## src/sv/sks_pkg.sv

```systemverilog
`default_nettype none

package sks_pkg;

    localparam int GAIN_FRAC_BITS = 16;
    localparam int SAMPLE_WIDTH   = 10;

    localparam int VAR_W     = 24;
    localparam int VAR_FRAC  = 16;
    localparam int EST_W     = 19;
    localparam int EST_FRAC  = 8;
    localparam int REG_W     = 8;
    localparam int CFG_IDX_W = 2;

    localparam int S_TDATA_W = ((SAMPLE_WIDTH + 7) / 8) * 8;
    localparam int M_TDATA_W = ((EST_W + GAIN_FRAC_BITS + VAR_W + 7) / 8) * 8;

    localparam logic [CFG_IDX_W-1:0] REG_NOISE    = 2'd0;
    localparam logic [CFG_IDX_W-1:0] REG_INIT_VAR = 2'd1;
    localparam logic [CFG_IDX_W-1:0] REG_BASELINE = 2'd2;

    localparam logic [REG_W-1:0] NOISE_RST    = 8'd5;
    localparam logic [REG_W-1:0] INIT_VAR_RST = 8'd4;

    localparam int STEP_W = 3;

    // micro operations
    localparam logic [2:0] OP_NOP   = 3'd0;
    localparam logic [2:0] OP_LOAD  = 3'd1;
    localparam logic [2:0] OP_INNOV = 3'd2;
    localparam logic [2:0] OP_DIV   = 3'd3;
    localparam logic [2:0] OP_SAT   = 3'd4;
    localparam logic [2:0] OP_MULE  = 3'd5;
    localparam logic [2:0] OP_MULP  = 3'd6;
    localparam logic [2:0] OP_UPD   = 3'd7;

    // jump conditions
    localparam logic [2:0] JC_NONE     = 3'd0;
    localparam logic [2:0] JC_ALWAYS   = 3'd1;
    localparam logic [2:0] JC_NO_IN    = 3'd2;
    localparam logic [2:0] JC_R_ZERO   = 3'd3;
    localparam logic [2:0] JC_DIV_MORE = 3'd4;
    localparam logic [2:0] JC_OUT_BUSY = 3'd5;

    typedef struct packed {
        logic [2:0]        op;
        logic [2:0]        cond;
        logic [STEP_W-1:0] target;
    } uword_t;

    function automatic uword_t ucode(input logic [STEP_W-1:0] step);
        uword_t w;
        unique case (step)
            3'd0:    w = '{op: OP_LOAD,  cond: JC_NO_IN,    target: 3'd0};
            3'd1:    w = '{op: OP_INNOV, cond: JC_R_ZERO,   target: 3'd4};
            3'd2:    w = '{op: OP_DIV,   cond: JC_DIV_MORE, target: 3'd2};
            3'd3:    w = '{op: OP_NOP,   cond: JC_ALWAYS,   target: 3'd5};
            3'd4:    w = '{op: OP_SAT,   cond: JC_NONE,     target: 3'd0};
            3'd5:    w = '{op: OP_MULE,  cond: JC_NONE,     target: 3'd0};
            3'd6:    w = '{op: OP_MULP,  cond: JC_NONE,     target: 3'd0};
            3'd7:    w = '{op: OP_UPD,   cond: JC_OUT_BUSY, target: 3'd7};
            default: w = '{op: OP_NOP,   cond: JC_NONE,     target: 3'd0};
        endcase
        return w;
    endfunction

endpackage

`default_nettype wire

```

## src/sv/scalar_kalman_smoother.sv

```systemverilog
// channel  | dir | handshake            | payload
// ---------+-----+----------------------+---------------------------------------------
// s_axis   | in  | s_tvalid / s_tready  | s_tdata: sample; s_tuser: restart
// m_axis   | out | m_tvalid / m_tready  | m_tdata: estimate, gain, variance
// cfg      | in  | cfg_valid/cfg_ready  | cfg_index, cfg_data
//
// a result is registered at the update step; the gain comes from the bit-serial gain divider,
// one quotient bit per cycle of the microprogram; when R is zero the divider is skipped
// and the gain saturates; the next request is taken only once the current one has passed its update step
// reset: asynchronous active low, registers to 5, 4, 0, estimate 0, variance 4.0
// a stalled output holds the program at its update step until the slot frees
`default_nettype none

module scalar_kalman_smoother (
    input  wire logic                              clk,
    input  wire logic                              rst_n,
    input  wire logic                              s_tvalid,
    output logic                                   s_tready,
    input  wire logic [sks_pkg::S_TDATA_W-1:0]     s_tdata,   // sample
    input  wire logic                              s_tuser,   // restart
    output logic                                   m_tvalid,
    input  wire logic                              m_tready,
    output logic [sks_pkg::M_TDATA_W-1:0]          m_tdata,   // estimate, gain, variance
    input  wire logic                              cfg_valid,
    output logic                                   cfg_ready,
    input  wire logic [sks_pkg::CFG_IDX_W-1:0]     cfg_index,
    input  wire logic [sks_pkg::SAMPLE_WIDTH-1:0]  cfg_data
);
    import sks_pkg::*;

    localparam int G       = GAIN_FRAC_BITS;
    localparam int SW      = SAMPLE_WIDTH;
    localparam int CNT_W   = $clog2(G);
    localparam int DEN_W   = VAR_W + 1;
    localparam int ZS_W    = SW + EST_FRAC;
    localparam int INNOV_W = ((ZS_W > EST_W) ? ZS_W : EST_W) + 1;
    localparam int PE_W    = INNOV_W + G + 1;
    localparam int STEP_E  = PE_W - G;
    localparam int SUM_W   = ((STEP_E > EST_W) ? STEP_E : EST_W) + 1;
    localparam int PP_W    = VAR_W + G + 1;
    localparam int OUT_W   = EST_W + G + VAR_W;

    localparam logic signed [PE_W-1:0]  HALF_E  = PE_W'(1) <<< (G - 1);
    localparam logic [PP_W-1:0]         HALF_P  = PP_W'(1) << (G - 1);
    localparam logic [G:0]              ONE     = (G + 1)'(1) << G;
    localparam logic signed [SUM_W-1:0] EST_MAX = SUM_W'((64'sd1 <<< (EST_W - 1)) - 1);
    localparam logic signed [SUM_W-1:0] EST_MIN = -SUM_W'(64'sd1 <<< (EST_W - 1));

    // configuration
    logic [REG_W-1:0]     noise_reg;
    logic [REG_W-1:0]     init_var_reg;
    logic signed [SW-1:0] base_reg;

    // sequencer
    logic [STEP_W-1:0] step_reg;
    logic [STEP_W-1:0] step_next;
    logic [CNT_W-1:0]  cnt_reg;
    uword_t            uw;
    logic              jump;

    // datapath
    logic signed [SW-1:0]      z_reg;
    logic [VAR_W-1:0]          p_reg;
    logic [DEN_W-1:0]          den_reg;
    logic [DEN_W-1:0]          rem_reg;
    logic [G-1:0]              gain_reg;
    logic signed [INNOV_W-1:0] innov_reg;
    logic signed [PE_W-1:0]    prod_e_reg;
    logic [PP_W-1:0]           prod_p_reg;
    logic signed [EST_W-1:0]   est_reg;
    logic [VAR_W-1:0]          var_reg;

    logic                  m_tvalid_reg;
    logic [OUT_W-1:0]      m_data_reg;

    logic                  in_accept;
    logic                  out_free;
    logic                  upd_fire;
    logic signed [SW:0]    diff;
    logic [VAR_W-1:0]      p_load;
    logic [DEN_W:0]        rem_shift;
    logic                  qbit;
    logic [DEN_W-1:0]      rem_next;
    logic signed [PE_W-1:0]    prod_e_rnd;
    logic signed [STEP_E-1:0]  est_step;
    logic signed [SUM_W-1:0]   est_sum;
    logic signed [EST_W-1:0]   est_next;
    logic [PP_W-1:0]           prod_p_rnd;
    logic [VAR_W-1:0]          var_next;
    logic [G:0]                one_minus_gain;

    assign uw        = ucode(step_reg);
    assign s_tready  = (uw.op == OP_LOAD);
    assign in_accept = s_tvalid && s_tready;
    assign out_free  = !m_tvalid_reg || m_tready;
    assign upd_fire  = (uw.op == OP_UPD) && out_free;
    assign cfg_ready = 1'b1;

    always_comb
    begin
        unique case (uw.cond)
            JC_ALWAYS:   jump = 1'b1;
            JC_NO_IN:    jump = !s_tvalid;
            JC_R_ZERO:   jump = (noise_reg == '0);
            JC_DIV_MORE: jump = (cnt_reg != CNT_W'(G - 1));
            JC_OUT_BUSY: jump = !out_free;
            default:     jump = 1'b0;
        endcase
        step_next = jump ? uw.target : step_reg + STEP_W'(1);
    end

    // measurement and variance at load
    assign diff   = $signed({s_tdata[SW-1], s_tdata[SW-1:0]}) - $signed({base_reg[SW-1], base_reg});
    assign p_load = s_tuser ? {init_var_reg, {VAR_FRAC{1'b0}}} : var_reg;

    // restoring divide step
    assign rem_shift = {rem_reg, 1'b0};
    assign qbit      = (rem_shift >= {1'b0, den_reg});
    assign rem_next  = qbit ? DEN_W'(rem_shift - {1'b0, den_reg}) : rem_shift[DEN_W-1:0];

    assign one_minus_gain = ONE - {1'b0, gain_reg};

    // update
    assign prod_e_rnd = prod_e_reg + HALF_E;
    assign est_step   = prod_e_rnd[PE_W-1:G];
    assign est_sum    = SUM_W'(est_reg) + SUM_W'(est_step);
    always_comb
    begin
        priority if (est_sum > EST_MAX)
            est_next = EST_MAX[EST_W-1:0];
        else if (est_sum < EST_MIN)
            est_next = EST_MIN[EST_W-1:0];
        else
            est_next = est_sum[EST_W-1:0];
    end
    assign prod_p_rnd = prod_p_reg + HALF_P;
    assign var_next   = prod_p_rnd[G+VAR_W-1:G];

    always_ff @(posedge clk or negedge rst_n)
    begin
        if (!rst_n)
        begin
            noise_reg    <= NOISE_RST;
            init_var_reg <= INIT_VAR_RST;
            base_reg     <= '0;
            step_reg     <= '0;
            cnt_reg      <= '0;
            est_reg      <= '0;
            var_reg      <= {INIT_VAR_RST, {VAR_FRAC{1'b0}}};
            m_tvalid_reg <= 1'b0;
        end
        else
        begin
            step_reg <= step_next;
            if (cfg_valid)
            begin
                unique case (cfg_index)
                    REG_NOISE:    noise_reg    <= cfg_data[REG_W-1:0];
                    REG_INIT_VAR: init_var_reg <= cfg_data[REG_W-1:0];
                    REG_BASELINE: base_reg     <= cfg_data;
                    default:      ;
                endcase
            end
            if (in_accept)
                cnt_reg <= '0;
            else if (uw.op == OP_DIV)
                cnt_reg <= cnt_reg + CNT_W'(1);
            if (upd_fire)
            begin
                est_reg <= est_next;
                var_reg <= var_next;
            end
            if (upd_fire)
                m_tvalid_reg <= 1'b1;
            else if (m_tready)
                m_tvalid_reg <= 1'b0;
        end
    end

    always_ff @(posedge clk)
    begin
        if (in_accept)
        begin
            z_reg   <= diff[SW:1];
            p_reg   <= p_load;
            den_reg <= DEN_W'(p_load) + DEN_W'({noise_reg, {VAR_FRAC{1'b0}}});
            rem_reg <= DEN_W'(p_load);
        end
        unique case (uw.op)
            OP_INNOV: innov_reg <= INNOV_W'(z_reg) * INNOV_W'(2 ** EST_FRAC) - INNOV_W'(est_reg);
            OP_DIV:
            begin
                rem_reg  <= rem_next;
                gain_reg <= {gain_reg[G-2:0], qbit};
            end
            OP_SAT:   gain_reg   <= (p_reg != '0) ? '1 : '0;
            OP_MULE:  prod_e_reg <= PE_W'($signed({1'b0, gain_reg})) * PE_W'(innov_reg);
            OP_MULP:  prod_p_reg <= PP_W'(p_reg) * PP_W'(one_minus_gain);
            default:  ;
        endcase
        if (upd_fire)
            m_data_reg <= {var_next, gain_reg, est_next};
    end

    assign m_tvalid = m_tvalid_reg;
    assign m_tdata  = M_TDATA_W'(m_data_reg);

endmodule

`default_nettype wire

```

## config.mk

```make
export PLATFORM = sky130hd
export DESIGN_NAME = scalar_kalman_smoother
export DESIGN_NICKNAME = d
export VERILOG_FILES = /design/src/sv/sks_pkg.sv /design/src/sv/scalar_kalman_smoother.sv
export SDC_FILE = /design/constraint.sdc
export NUM_CORES = 2
export LEC_CHECK = 0
export ABC_AREA = 0
export BUFFER_PORTS_ARGS = -buffer_cell sky130_fd_sc_hd__buf_2
export CAP_MARGIN = 20
export CORE_MARGIN = 2
export CORE_UTILIZATION = 45
export DETAILED_ROUTE_END_ITERATION = 16
export HOLD_SLACK_MARGIN = 0.12
export PLACE_DENSITY = 0.6
export SYNTH_ARGS = -nofsm -noshare
export SYNTH_HDL_FRONTEND = slang
export SYNTH_SLANG_ARGS = --single-unit
```

## constraint.sdc

```tcl
create_clock -name clk -period 9.2 [get_ports clk]
set_clock_uncertainty 0.15 [all_clocks]
set_input_delay 2.76 -clock clk [delete_from_list [all_inputs] [get_ports clk]]
set_output_delay 2.76 -clock clk [all_outputs]
set_load 0.005 [all_outputs]
```

==> results.py <==
metrics = {
    "cells_and_area": {
        "layout_commonest_cell": "inv_1",
        "multiInputGateArea_um2": 26900,
        "postLayoutCoreUtil": 0.491,
        "drive_above_1_share": 0.0712,
        "diodes": 0,
        "final_cell_mix": "inv_1 (852), nand2_1 (652), fa_1 (649)",
        "fillers": 8190,
        "stdcell_count": 5272,
        "syn_to_final_growth_pct": 7.81,
        "finalNetCount": 5064,
        "seq_area_um2": 8240,
        "largest_reg_flops": 59,
    },
    "floorplan": {
        "core_region_area_um2": 85400,
        "die_x_um": 298,
        "start_util": 0.456,
        "io_pins": 101,
        "die_area_um2": 88900,
        "die_h_um": 298,
        "rows": 107,
    },
    "global_route": {
        "grt_pass1_vias": 28415,
        "grt_pass1_wl_um": 154000,
        "grt_max_degree": 65,
        "antenna_found_initial": 0,
        "grtUsageTotal": 0.217,
        "grt_overflow_total": 0,
    },
    "sta": {
        "finalSetupViolCount": 0,
        "slew_violations": 0,
        "finalCriticalPeriod_ns": 8.65,
        "clock.fmax_mhz": 116,
        "period_share": 0.940,
        "grt_setup_unrepaired": "no",
        "hold_viol": 0,
        "holdWs_ns": 0.313,
        "maxSlewHeadroom": 0.268,
        "tightest_slew_ns": 1.09,
        "fin_setup_tns_ns": 0,
    },
    "routing": {
        "via_count": 26997,
        "avgRoutedWirePerCell_um": 17.4,
        "drtIter0Drc": 1618,
        "detail-route-antenna-nets": 0,
        "firstDrtPassIters": 5,
        "drt_wl_total_um": 91600,
        "drc_errors": 0,
        "viasPerCell": 5.12,
    },
    "cts": {
        "cts_resized": 0,
        "postCtsSetupBuffers": 0,
        "clock_latency_ns": 0.58,
        "cts_root_buffer": "clkbuf_16",
        "clkTransAtPathRegs_ns": 0.06,
        "cts_buffer_depth": 3,
        "hold_buffers": 0,
        "htree_levels": 2,
        "clock_sinks": 287,
        "cts_buffers": 37,
        "cts_tree": "done",
    },
    "place": {
        "dp_cells": 5204,
        "place_congestion": 0.845,
        "dp_hpwl_um": 70600,
        "portBuffers": 88,
    },
    "critical_path": {
        "cpPeakStageDelay_ns": 0.63,
        "crit_type": "flip-flop to flip-flop",
        "path_common_cell": "fa_1",
        "critPathMaxFanout": 13,
        "arrival_ns": 8.82,
        "start_kind": "flip-flop",
        "cp.required_ns": 9.37,
        "worst_setup_path_end_kind": "flip-flop",
        "cp_slowest_cell": "or4_1",
    },
    "run": {
        "drv_cap": 0,
    },
    "logic_synthesis": {
        "ys_types": 78,
        "syn_avg_cell_area_um2": 9.55,
        "synthArstFlopShare": 0.268,
        "synth_edf_count": 210,
        "netlist_area_um2": 38900,
        "ys_warn_count": 0,
        "ys_ff_latch": 287,
        "synth_seq_area_share": 0.212,
        "synthFlopType": "edfxtp_1",
        "syn_inst": 4077,
    },
    "run_status": {
        "status": "completed",
    },
    "min_path": {
        "hold_class": "flip-flop to flip-flop",
    },
}
## kinds of logic after synthesis
family	synth area share
compound gates	0.0602
xor+xnor	0.0403
fa+ha+maj	0.424
buf+inv	0.100
flops	0.212
mux	0.0127
other cells	0.000193
simple gates	0.150
## metrics by stage
stage	setup slack, ns	cell area (µm²)
floorplan	1.42	38900
global placement	0.737	40700
detailed placement	0.580	40700
CTS	0.555	42000
global route	0.0486	42000
finish	0.554	42000
## area by class of cell
cell class	instances	area share
Timing Repair Buffer	155	0.0225
Inverter	853	0.0764
Tap cell	1144	0.0341
Multi-Input combinational cell	2765	0.641
Clock inverter	17	0.00415
Sequential cell	287	0.196
Clock buffer	51	0.0250
## synthesized netlist by cell type, types with 6 or more instances
master | number | area, µm²
inv_1 | 853 | 3200
nand2_1 | 652 | 2450
fa_1 | 649 | 13000
ha_1 | 282 | 3530
and2_1 | 271 | 1700
edfxtp_1 | 210 | 6310
clkbuf_1 | 163 | 612
nor2_1 | 109 | 409
a21oi_1 | 107 | 536
xnor2_1 | 105 | 920
o21ai_0 | 82 | 410
dfrtp_1 | 73 | 1830
xor2_1 | 71 | 622
a21o_1 | 45 | 338
nand3_1 | 42 | 210
mux2_2 | 35 | 394
nor2b_1 | 35 | 219
nor3_1 | 28 | 140
and3_1 | 26 | 163
nand2b_1 | 20 | 125
nor4_1 | 16 | 100
o21a_1 | 16 | 120
a311oi_1 | 12 | 105
nand4_1 | 12 | 75.1
o21ai_1 | 12 | 60.1
a211oi_1 | 11 | 82.6
mux2i_1 | 10 | 100
o21bai_1 | 9 | 67.6
or3_1 | 9 | 56.3
a31oi_1 | 7 | 43.8
a31o_2 | 6 | 52.6
and4_1 | 6 | 52.6
buf_4 | 6 | 45.0
or4_1 | 6 | 45.0
## per-layer routing
metal  vias up  part of all wire  track usage
met4         0             0.020       0.0445
met2       559              0.47        0.355
li1      12549                 -            -
met1     13797              0.47        0.313
met5         -                 0            0
met3        92             0.044       0.0219
## final timing paths
| path | start | to | slack [ns] | cells past startpoint |
|---|---|---|---|---|
| worst max-delay path | gain_reg[5] | prod_p_reg[39] | 0.55 | 28 |
| worst min-delay path | var_reg[18] | var_reg[18] | 0.31 | 2 |
| worst max register to register | gain_reg[5] | prod_p_reg[39] | 0.55 | 28 |
| worst min register to register | var_reg[18] | var_reg[18] | 0.31 | 2 |
| max in group asynchronous | rst_n | est_reg[11] | 5.82 | 2 |
| min in group asynchronous | rst_n | var_reg[14] | 1.92 | 1 |
## worst max-delay path, delay by kind of cell, from the launching register on
family | cells | cell delay, ns
compound gates | 6 | 1.36
xor+xnor | 2 | 0.46
buf+inv | 6 | 0.81
fa+ha+maj | 7 | 3.29
simple gates | 7 | 1.94
flops | 1 | 0.38
Power is left out: the tool's default activity adds up to more than one toggle a clock period on the data nets, which glitch-free logic cannot reach.
